`src/sv/abp_pkg.sv`:
```
package abp_pkg;

  localparam int MAX_OBJECTS_DEF = 32;
  localparam int CRD_W           = 16;
  localparam int BND_W           = CRD_W + 1;
  localparam int ID_W            = 16;
  localparam int GRP_W           = 4;

  // world bounds and tag of the box under test, broadcast to every cell
  typedef struct packed {
    logic signed [BND_W-1:0] lx;
    logic signed [BND_W-1:0] ly;
    logic signed [BND_W-1:0] hx;
    logic signed [BND_W-1:0] hy;
    logic [ID_W-1:0]         id;
    logic [GRP_W-1:0]        grp;
  } probe_t;

  typedef struct packed {
    logic load_hit;  // latch the overlap flag of this cell
    logic shift;     // move flags and tags one cell towards the head
    logic wr;        // store the probe into the cell addressed by the count
  } cell_ctl_t;

  typedef enum logic [3:0] {
    ST_IDLE  = 4'b0001,
    ST_CMP   = 4'b0010,
    ST_SCAN  = 4'b0100,
    ST_FLUSH = 4'b1000
  } state_t;

endpackage

```
`src/sv/abp_cell.sv`:
```
module abp_cell import abp_pkg::*; #(
  parameter int MAX_OBJECTS = MAX_OBJECTS_DEF,
  parameter int IDX         = 0,
  localparam int CNT_W      = $clog2(MAX_OBJECTS + 1)
) (
  input  logic             clk,
  input  probe_t           probe_i,
  input  cell_ctl_t        ctl_i,
  input  logic [CNT_W-1:0] count_i,
  input  logic             nxt_hit_i,
  input  logic [ID_W-1:0]  nxt_id_i,
  input  logic [GRP_W-1:0] nxt_grp_i,
  output logic             hit_o,
  output logic [ID_W-1:0]  id_o,
  output logic [GRP_W-1:0] grp_o
);

  localparam logic [CNT_W-1:0] IDX_C = CNT_W'(IDX);

  logic signed [BND_W-1:0] lx_r, ly_r, hx_r, hy_r;
  logic [ID_W-1:0]         id_r;
  logic [GRP_W-1:0]        grp_r;
  logic                    sh_hit_r;
  logic [ID_W-1:0]         sh_id_r;
  logic [GRP_W-1:0]        sh_grp_r;
  logic                    occupied;
  logic                    overlap;

  assign occupied = IDX_C < count_i;
  // touching edges count as overlap
  assign overlap  = !(probe_i.lx > hx_r || probe_i.hx < lx_r ||
                      probe_i.ly > hy_r || probe_i.hy < ly_r);

  always_ff @(posedge clk) begin
    if (ctl_i.wr && count_i == IDX_C) begin
      lx_r  <= probe_i.lx;
      ly_r  <= probe_i.ly;
      hx_r  <= probe_i.hx;
      hy_r  <= probe_i.hy;
      id_r  <= probe_i.id;
      grp_r <= probe_i.grp;
    end
    if (ctl_i.load_hit) begin
      sh_hit_r <= occupied && (grp_r != probe_i.grp) && overlap;
      sh_id_r  <= id_r;
      sh_grp_r <= grp_r;
    end else if (ctl_i.shift) begin
      sh_hit_r <= nxt_hit_i;
      sh_id_r  <= nxt_id_i;
      sh_grp_r <= nxt_grp_i;
    end
  end

  assign hit_o = sh_hit_r;
  assign id_o  = sh_id_r;
  assign grp_o = sh_grp_r;

endmodule

```
`config.mk`:
```
export PLATFORM = sky130hd
export DESIGN_NAME = abp_cell
export DESIGN_NICKNAME = d
export VERILOG_FILES = /design/src/sv/abp_pkg.sv /design/src/sv/abp_cell.sv
export SDC_FILE = /design/constraint.sdc
export NUM_CORES = 1
export LEC_CHECK = 0
export BUFFER_PORTS_ARGS = -buffer_cell sky130_fd_sc_hd__buf_2
export CELL_PAD_IN_SITES_DETAIL_PLACEMENT = 0
export CELL_PAD_IN_SITES_GLOBAL_PLACEMENT = 1
export CORE_AREA = 2 2 116 118
export DETAILED_ROUTE_END_ITERATION = 8
export DIE_AREA = 0 0 118 120
export GPL_TIMING_DRIVEN = 0
export PLACE_DENSITY = 0.86
export SYNTH_ARGS = -nofsm -noshare
export SYNTH_HDL_FRONTEND = slang
export SYNTH_SLANG_ARGS = --single-unit
```
`constraint.sdc`:
```
create_clock -name clk -period 3.35 [get_ports clk]
set_input_delay 0.335 -clock clk [delete_from_list [all_inputs] [get_ports clk]]
set_output_delay 0.335 -clock clk [all_outputs]
set_load 0.005 [all_outputs]
```
After elaboration in Yosys (flattened, before gate mapping)
Index checks and enable logic that the tools add are counted.
Word-level totals
  register bits: 109
  bits of input ports: 119
  logic and storage cells: 30
Cells by class
  magnitude comparators: 5
  equal/unequal tests: 1
  mux-type cells: 6
  reductions and logical operators: 9
Operators with widths (count)
  $gt A17 B17 Y1: 2
  $lt A17 B17 Y1: 2
  $mux W16: 2
  $mux W4: 2
  $logic_not A6 Y1: 1
  $lt A1 B6 Y1 const A: 1
  $ne A4 B4 Y1: 1
  $logic_and A1 B1 Y1: 3
  $logic_or A1 B1 Y1: 3
  $mux W1: 2
  $reduce_bool A2 Y1: 1
  $logic_not A1 Y1: 1

Logic depth before layout (Yosys ltp)
Gate-level depths: netlist of run 1.
  depth in word-level cells: 7
  gate-level depth with buffers: 8
  gate-level depth less buffers: 8

Worst setup path after synthesis of run 1
OpenSTA, ideal clock, no wires.
  path type: input to register
  start: in count_i[3]
  end: reg grp_r[0] (enable)
  data arrival time: 2561 ps
  required time: 2896 ps
  setup slack: 334 ps
  stages on the path: 2
  path buffers: 0
  cell sequence: nor2_1 -> and4_1
On the way
  longest elaborated chain between the ends: 2
Ends and longest elaborated chain
  from (decl): RTL line abp_cell.sv:9  | input logic [CNT_W-1:0] count_i,
  $logic_not A6 Y1: RTL line abp_cell.sv:35  | if (ctl_i.wr && count_i == IDX_C) begin
  $logic_and A1 B1 Y1: RTL line abp_cell.sv:35
  to (signal assigned): RTL line abp_cell.sv:41  | grp_r <= probe_i.grp;
  to (decl): RTL line abp_cell.sv:22  | logic [GRP_W-1:0] grp_r;
Every way passes these cells.
A chain may end at the register's enable or synchronous reset.

Worst setup path after layout of run 1
  start: reg hx_r[4]
  end: reg sh_hit_r, in the netlist hit_o (data pin)
On the way
  longest elaborated chain between the ends: 7
Ends and longest elaborated chain
  from (decl): RTL line abp_cell.sv:20  | logic signed [BND_W-1:0] lx_r, ly_r, hx_r, hy_r;
  from (signal assigned): RTL line abp_cell.sv:38  | hx_r <= probe_i.hx;
  $gt A17 B17 Y1: RTL line abp_cell.sv:31  | assign overlap = !(probe_i.lx > hx_r || probe_i.hx < lx_r ||
  $logic_or A1 B1 Y1 (2 in a row): RTL line abp_cell.sv:31
  $logic_or A1 B1 Y1: RTL line abp_cell.sv:32  | probe_i.ly > hy_r || probe_i.hy < ly_r);
  $logic_not A1 Y1: RTL line abp_cell.sv:31
  $logic_and A1 B1 Y1: RTL line abp_cell.sv:44  | sh_hit_r <= occupied && (grp_r != probe_i.grp) && overlap;
  $mux W1: RTL line abp_cell.sv:43  | if (ctl_i.load_hit) begin
  to (signal assigned): RTL line abp_cell.sv:44
  to (signal assigned): RTL line abp_cell.sv:48  | sh_hit_r <= nxt_hit_i;
  to (decl): RTL line abp_cell.sv:23  | logic sh_hit_r;
Every way passes these cells.

==> results.cfg, run 1 <==
[outcome]
status = completed

[finish]
nNetsFinal = 712
post-route-util_pct = 50.2
fin_area_um2 = 6520
layout-drive-gt1-share_pct = 34.3
syn2layout_area_growth_pct = 23.3

[floorplan]
fp-row-count = 42
core-area_um2 = 13000
die-area_um2 = 14200
io_pins = 140
die_w_um = 118
chipHeight_um = 120
initial_core_util_pct = 40.7

[timing]
slew_violations = 0
worst-slew-pin-transition_ns = 0.550
rsz0062_at_grt = no
hold_viol_final = 0
relSlewSlack_pct = 63.3
clock.fmax_mhz = 447
min_period_ns = 2.24
finalSetupViolations = 0
finClkSkew_ns = 0.00537
hold-worst-slack_ns = 0.162
tns_ns = 0
finalCritPeriodShare_pct = 66.8

[setup_path]
worstSetupPathType = reg2reg
cp_top_family = compound AO/OA/AOI/OAI gates
cp.arrival_ns = 2.40
cp_max_fo = 3
cp.depth = 8
worst-path-buf-inv = 1
cp.required_ns = 3.51
crit_start = hx_r[4]$_DFFE_PP_
r2r_cells = 8
rr_startpoint = hx_r[4]$_DFFE_PP_
crit_path_end_kind = register
max_stage_delay_ns = 0.44
crit_path_top_delay_cell = a2111oi_1
crit_path_start_kind = register
crit_chain = inv_1, ha_1, a21oi_1, o21ai_0, a2111oi_1, nor3_1, o211a_1, o41ai_2

[clocking]
holdBufCountCts = 0
cts_made_buffers = 9
cts_sinks = 109
cts_resized = 0
path_clk_slew_ns = 0.07
cts_max_level = 3
clk_latency_ns = 0.34
clock-root-buffer = clkbuf_16
cts_setup_buffers = 0
tritoncts = yes
cts_max_path_buffers = 2

[logic_synthesis]
synth_top_family_by_area = adder cells
muxShareOfSynthArea_pct = 4.26
synth_compound_gate_area_share_pct = 7.29
synth.most_common_cell = edfxtp_1
avgSynthCellArea_um2 = 14.1
synth_edf_count = 109
synth_simple_gate_area_share_pct = 5.21
synth-seq-cells = 109
synth_top_area_share_pct = 61.9
syn_area_um2 = 5290
ys_seq_area_share_pct = 61.9
yosys.area.top_type = edfxtp_1
synth_top_flop_cell = edfxtp_1
synth_nets = 561
yosysWarnings = 0
ys_types = 40
synth_area_leaders = edfxtp_1 (62%), ha_1 (16%), inv_1 (4.9%)
synth_common_cells = edfxtp_1 (109), inv_1 (69), ha_1 (66), mux2_2 (20), a21oi_1 (14)
synthArstFlopShare_pct = 0
synthAdderAreaFrac_pct = 15.6
syn_inst = 376
yosys.area_share.xor_xnor_pct = 0.663

[global_route]
antenna_found_initial = 1
grt_first_pass_wirelength_um = 17400
grt_overflow = 0
grt_pass1_vias = 3754
grt_max_degree = 69
grt.total_usage_pct = 15.9

[power_and_ir_drop]
internal-power_uw = 2230
power_leakage_uw = 0.00289
power.net_switching_uw = 588
ir_drop_v = 0.000286
power_frac_seq_pct = 54.6
p_per_area_nw_per_um2 = 432
pwr-share-comb_pct = 8.6
clkPwrFrac_pct = 36.8
switching_share_pct = 20.9

[route]
drt_iter0_drc = 110
wl_per_cell_um = 15.1
wl_um = 10700
drt-vias-per-instance = 4.85
drtPass1Iterations = 4
final_antenna_net_count = 0
route.detailed.drc = 0
vias = 3436

[placed_design]
place_area_um2 = 6230
globalplace.congestion = 0.791
dp_hpwl_um = 8350
io_buffers = 139

[worst_hold_path]
holdCritPathClass = in2reg
min_path_cells = 1
min_from = probe_i[4]

[flow_run]
max_cap_viol_count = 0
## stage by stage
stage | setup WS [ns] | std cells | total power (uW)
floorplan | 0.334 | 376 | 1670
finish | 1.11 | 708 | 2810
CTS | 1.10 | 707 | 2850
detailed placement | 1.03 | 692 | 1810
global route | 0.963 | 708 | 2940
global placement | -0.651 | 691 | 1800
## layout make-up
cell class | instances | area [um2]
inverters | 69 | 259
clock buffers | 10 | 229
repair buffers | 140 | 723
clock inverters | 5 | 52.6
fillers | 1158 | 6460
multi-input cells | 196 | 1750
flip-flops and latches | 109 | 3270
well taps | 176 | 220
plain buffers | 2 | 7.51
diodes | 1 | 2.50
## power by group through the flow
stage               Clock, uW  Combinational (uW)  Sequential (uW)
floorplan                   0                 104             1570
global placement            0                 235             1570
detailed placement          0                 245             1570
CTS                      1070                 247             1540
global route             1120                 274             1540
finish                   1040                 243             1540
## state kept, by name, summed over array words and instances (netlist names)
signal  cells
id_o       16
lx_r       17
hx_r       17
ly_r       17
id_r       16
grp_r       4
grp_o       4
hy_r       17
hit_o       1
## worst register-to-register path, stage by stage, from the launching register on
cell and delay (ns):
edfxtp_1 0.37, inv_1 0.06, ha_1 0.24, a21oi_1 0.16
o21ai_0 0.14, a2111oi_1 0.44, nor3_1 0.08, o211a_1 0.23
o41ai_2 0.32
## path summary, 6_finish.rpt
path / endpoint / slack, ns
setup reg to reg: hit_o$_DFFE_PP_ / 1.11
hold / removal: id_r[0]$_DFFE_PP_ / 0.16
setup / recovery: hit_o$_DFFE_PP_ / 1.11
hold reg to reg: id_o[2]$_DFFE_PP_ / 0.55
## kinds of logic (layout without fill, tap and decap cells)
kind of cell    count (synthesis)  after routing
flops                         109            109
fa+ha+maj                      66             66
other cells                     0              1
simple gates                   51             51
compound gates                 55             55
buf+inv                        71            226
xor+xnor                        4              4
mux                            20             20
## cells in the final DEF, fill, tap and decap left out, drive strengths merged, types with 5 or more instances in the layout
cell type  netlist  final
inv             69     69
a2111oi          6      6
o21ai           13     13
edfxtp         109    109
nand2b           5      5
nand2           10     10
buf              1    141
nand3            5      5
a211oi           6      6
nor2            10     10
ha              66     66
clkbuf           1     11
mux2            20     20
a21oi           15     15
nand4            8      8
a21o             5      5
## per-layer routing
metal	wire length, um	GRT usage, %	part of all wire, %
met3	665	3.85	6.2
met1	4610	19.2	43
met5	0	0	0
met4	355	9.04	3.3
met2	5070	26.1	47
Power figures use the tool's default switching activity.
==> run 2: changes to the inputs <==
==> constraint.sdc (replaced) <==
create_clock -name clk -period 2.2 [get_ports clk]
set_input_delay 0.22 -clock clk [delete_from_list [all_inputs] [get_ports clk]]
set_output_delay 0.22 -clock clk [all_outputs]
set_load 0.005 [all_outputs]
==> results.cfg, run 2 (synthesis gave the netlist of run 1 again) <==
[route]
vias = 3440
drtPass1Iterations = 4
route.detailed.drc = 0
final_antenna_net_count = 0
wl_um = 10900
wl_per_cell_um = 15.3
drt-vias-per-instance = 4.85
drt_iter0_drc = 211

[power_and_ir_drop]
ir_drop_v = 0.000568
power_leakage_uw = 0.00291
p_per_area_nw_per_um2 = 673

[placed_design]
globalplace.congestion = 0.820
place_inst = 692
dp_hpwl_um = 8410
io_buffers = 139
pre_cts_slack_ns = -0.00919

[global_route]
grt_first_pass_wirelength_um = 17900
grt_overflow = 0
antenna_found_initial = 1
grt_max_degree = 57
grt_pass1_vias = 3680
grt.total_usage_pct = 16.4

[finish]
nNetsFinal = 712
final_cells = 709
final_common_cell = buf_2
fillers = 1165
final_cell_mix = buf_2 (139), edfxtp_1 (109), inv_1 (68)
syn2layout_area_growth_pct = 24.8
layout-drive-gt1-share_pct = 35.7

[timing]
fin_ws_ns = 0.108
worst-slew-pin-transition_ns = 0.589
rsz0062_at_grt = no
relSlewSlack_pct = 60.7
finalSetupViolations = 0
finalCritPeriodShare_pct = 95.1
min_period_ns = 2.09
clock.fmax_mhz = 478
tns_ns = 0
hold-worst-slack_ns = 0.0367
hold_viol_final = 0
slew_violations = 0
finClkSkew_ns = 0.00779

[setup_path]
cp.required_ns = 2.30
cp_max_fo = 1
cp.arrival_ns = 2.19
crit_path_end_kind = register
worstSetupPathType = reg2reg
crit_path_start_kind = register

[clocking]
cts_max_path_buffers = 2
cts_made_buffers = 9
cts_max_level = 3
clk_latency_ns = 0.35
cts_sinks = 109
tritoncts = yes
clock-root-buffer = clkbuf_16
cts_setup_buffers = 0
path_clk_slew_ns = 0.07

[flow_run]
max_cap_viol_count = 0

[floorplan]
core-area_um2 = 13000
chipHeight_um = 120
fp-row-count = 42
io_pins = 140
die-area_um2 = 14200
die_w_um = 118
initial_core_util_pct = 40.7

[outcome]
status = completed

[worst_hold_path]
holdCritPathClass = in2reg
[run 2: cell count changes in the layout (fill, tap and decap cells not counted), sizes merged]
cell / before / now
bufinv: 1 / 2
clkbuf: 11 / 10
clkinv: 3 / 4
[run 2: final cells by class]
class	count	area, um2	share of cell area [%]
Antenna cell	1	2.50	0.0379
Buffer	2	7.51	0.114
Clock buffer	9	225	3.41
Clock inverter	7	90.1	1.37
Inverter	69	259	3.92
Multi-Input combinational cell	196	1800	27.2
Sequential cell	109	3270	49.6
Tap cell	176	220	3.34
Timing Repair Buffer	140	723	11.0
[run 2: path summary, 6_finish.rpt]
path / start / end / slack [ns] / cells after the start
setup / recovery: lx_r[1]$_DFFE_PP_ / hit_o$_DFFE_PP_ / 0.11 / 7
setup reg to reg: lx_r[1]$_DFFE_PP_ / hit_o$_DFFE_PP_ / 0.11 / 7
hold reg to reg: id_r[12]$_DFFE_PP_ / id_o[12]$_DFFE_PP_ / 0.55 / 1
hold / removal: probe_i[5] / id_r[1]$_DFFE_PP_ / 0.04 / 1
[run 2: report_power, final]
part	internal (uW)	total [uW]	switching [uW]	leakage, uW
Clock	992	1720	733	0.000153
Combinational	194	380	186	0.00175
Sequential	2330	2340	9.36	0.00101
[run 2: through the flow]
step           util [%]  area, um2  power, uW
6_report           50.8       6600       4440
5_1_grt            50.8       6600       4610
4_1_cts            50.4       6550       4480
3_5_place_dp       48.0       6230       2760
3_3_place_gp       47.8       6200       2740
2_1_floorplan         -       5290       2550
[run 2: repair_timing]
action                                  4_1_cts  5_1_grt
pin swaps                                     1        5
resized for setup                             0       13
endpoints found under the setup margin        1        1
hold buffers                                  0        0
endpoints found under the hold margin         0        0
[run 2: routing by layer]
layer	up-vias	track usage, %	wire (um)
met2	104	25.7	5000
li1	1699	-	-
met1	1616	20.4	4880
met4	0	9.56	366
met5	-	0	0
met3	21	4.56	632
[run 2: worst max-delay path: stages, from the launching register on]
cell,delay (ns)
edfxtp_1,0.37
inv_1,0.07
ha_1,0.23
a2111oi_2,0.30
nor3_1,0.10
or4_4,0.54
a21oi_4,0.15
o41ai_2,0.08
==> run 3: changes to the inputs <==
--- a/config.mk
+++ b/config.mk
@@ -13,6 +13,7 @@
 export DIE_AREA = 0 0 118 120
 export GPL_TIMING_DRIVEN = 0
 export PLACE_DENSITY = 0.86
+export RECOVER_POWER = 50
 export SYNTH_ARGS = -nofsm -noshare
 export SYNTH_HDL_FRONTEND = slang
 export SYNTH_SLANG_ARGS = --single-unit
==> results.cfg, run 3 (synthesis gave the netlist of run 1 again) <==
[power_and_ir_drop]
power.net_switching_uw = 929
p_per_area_nw_per_um2 = 681
clkPwrFrac_pct = 39.0
power_uw = 4420
power_leakage_uw = 0.00269
ir_drop_v = 0.000566
switching_share_pct = 21.0
power_frac_seq_pct = 52.9
pwr-share-comb_pct = 8.1
internal-power_uw = 3490

[clocking]
clk_latency_ns = 0.35
tritoncts = yes
cts_max_path_buffers = 2
clock-root-buffer = clkbuf_16
path_clk_slew_ns = 0.07
cts_max_level = 3
cts_setup_buffers = 0
cts_sinks = 109
cts_made_buffers = 9

[floorplan]
fp-row-count = 42
core-area_um2 = 13000
chipHeight_um = 120
die-area_um2 = 14200
die_w_um = 118
initial_core_util_pct = 40.7
io_pins = 140

[finish]
fin_area_um2 = 6490
nNetsFinal = 712
syn2layout_area_growth_pct = 22.8
final_cell_mix = edfxtp_1 (109), clkbuf_1 (83), inv_1 (68)
n_antenna_cell = 0
layout-drive-gt1-share_pct = 20.3
final_common_cell = edfxtp_1

[route]
vias = 3432
wl_um = 10900
drt-vias-per-instance = 4.85
drtPass1Iterations = 4
wl_met1_um = 4920
drt_iter0_drc = 216
final_antenna_net_count = 0
met2_length_um = 5030
top_layer = met4
met3_length_um = 596
route.detailed.drc = 0
wl_per_cell_um = 15.4

[timing]
relSlewSlack_pct = 43.0
tns_ns = 0
hold_viol_final = 0
finClkSkew_ns = 0.00763
clock.fmax_mhz = 478
rsz0062_at_grt = no
finalCritPeriodShare_pct = 95.1
worst-slew-pin-transition_ns = 0.855
slew_violations = 0
min_period_ns = 2.09
finalSetupViolations = 0
fin_ws_ns = 0.108

[placed_design]
io_buffers = 139
dp_hpwl_um = 8410
place_area_um2 = 6230
globalplace.congestion = 0.820
pre_cts_slack_ns = -0.00919

[global_route]
antenna_found_initial = 0
grt_first_pass_wirelength_um = 17900
grt_overflow = 0
grt_pass1_vias = 3680
grt.total_usage_pct = 16.4
grt_max_degree = 57

[worst_hold_path]
holdCritPathClass = in2reg

[outcome]
status = completed

[setup_path]
crit_path_end_kind = register
crit_path_start_kind = register
cp_max_fo = 1
cp.required_ns = 2.30
worstSetupPathType = reg2reg
cp.arrival_ns = 2.19

[flow_run]
max_cap_viol_count = 0
-- run 3: area by class of cell --
| type | instances | area, um2 |
|---|---|---|
| Timing Repair Buffer | 140 | 621 |
| Sequential cell | 109 | 3270 |
| Multi-Input combinational cell | 196 | 1800 |
| Inverter | 69 | 259 |
| Clock inverter | 7 | 90.1 |
| Fill cell | 1198 | 6490 |
| Buffer | 2 | 7.51 |
| Tap cell | 176 | 220 |
| Clock buffer | 9 | 225 |
-- run 3: power by group through the flow --
stage / clock network, uW / registers, uW / logic, uW
6_report: 1720 / 2340 / 358
5_1_grt: 1840 / 2340 / 407
4_1_cts: 1770 / 2340 / 375
3_5_place_dp: 0 / 2380 / 373
3_3_place_gp: 0 / 2380 / 359
2_1_floorplan: 0 / 2390 / 158
-- run 3: layer usage --
metal | global-route usage [%] | vias to the layer above
met1 | 20.4 | 1618
met5 | 0 | -
met2 | 25.7 | 96
met3 | 4.56 | 21
met4 | 9.56 | 0
li1 | - | 1697
-- run 3: what timing repair did --
| action | in CTS | in global routing |
|---|---|---|
| hold buffers | 0 | 0 |
| pin swaps | 1 | 5 |
| endpoints found under the setup margin | 1 | 1 |
| gates resized for setup | 0 | 13 |
-- run 3: final timing paths --
check             depth (start not counted)            endpoint               start  slack (ns)
setup reg to reg                          7     hit_o$_DFFE_PP_   lx_r[1]$_DFFE_PP_        0.11
setup / recovery                          7     hit_o$_DFFE_PP_   lx_r[1]$_DFFE_PP_        0.11
hold reg to reg                           1  id_o[12]$_DFFE_PP_  id_r[12]$_DFFE_PP_        0.55
hold / removal                            1   id_r[1]$_DFFE_PP_          probe_i[5]        0.04
-- run 3: per-stage QoR --
stage / std cells / hold WS (ns) / util [%]
3_3_place_gp: 691 / 0.398 / 47.8
3_5_place_dp: 692 / 0.398 / 48.0
4_1_cts: 708 / 0.0232 / 50.4
5_1_grt: 708 / 0.0231 / 50.0
2_1_floorplan: 376 / 0.319 / -
6_report: 708 / 0.0357 / 50.0
-- run 3: worst max-delay path, stage by stage (launching register included) --
cell	delay [ns]
edfxtp_1	0.37
inv_1	0.07
ha_1	0.23
a2111oi_2	0.30
nor3_1	0.10
or4_4	0.54
a21oi_4	0.15
o41ai_2	0.08
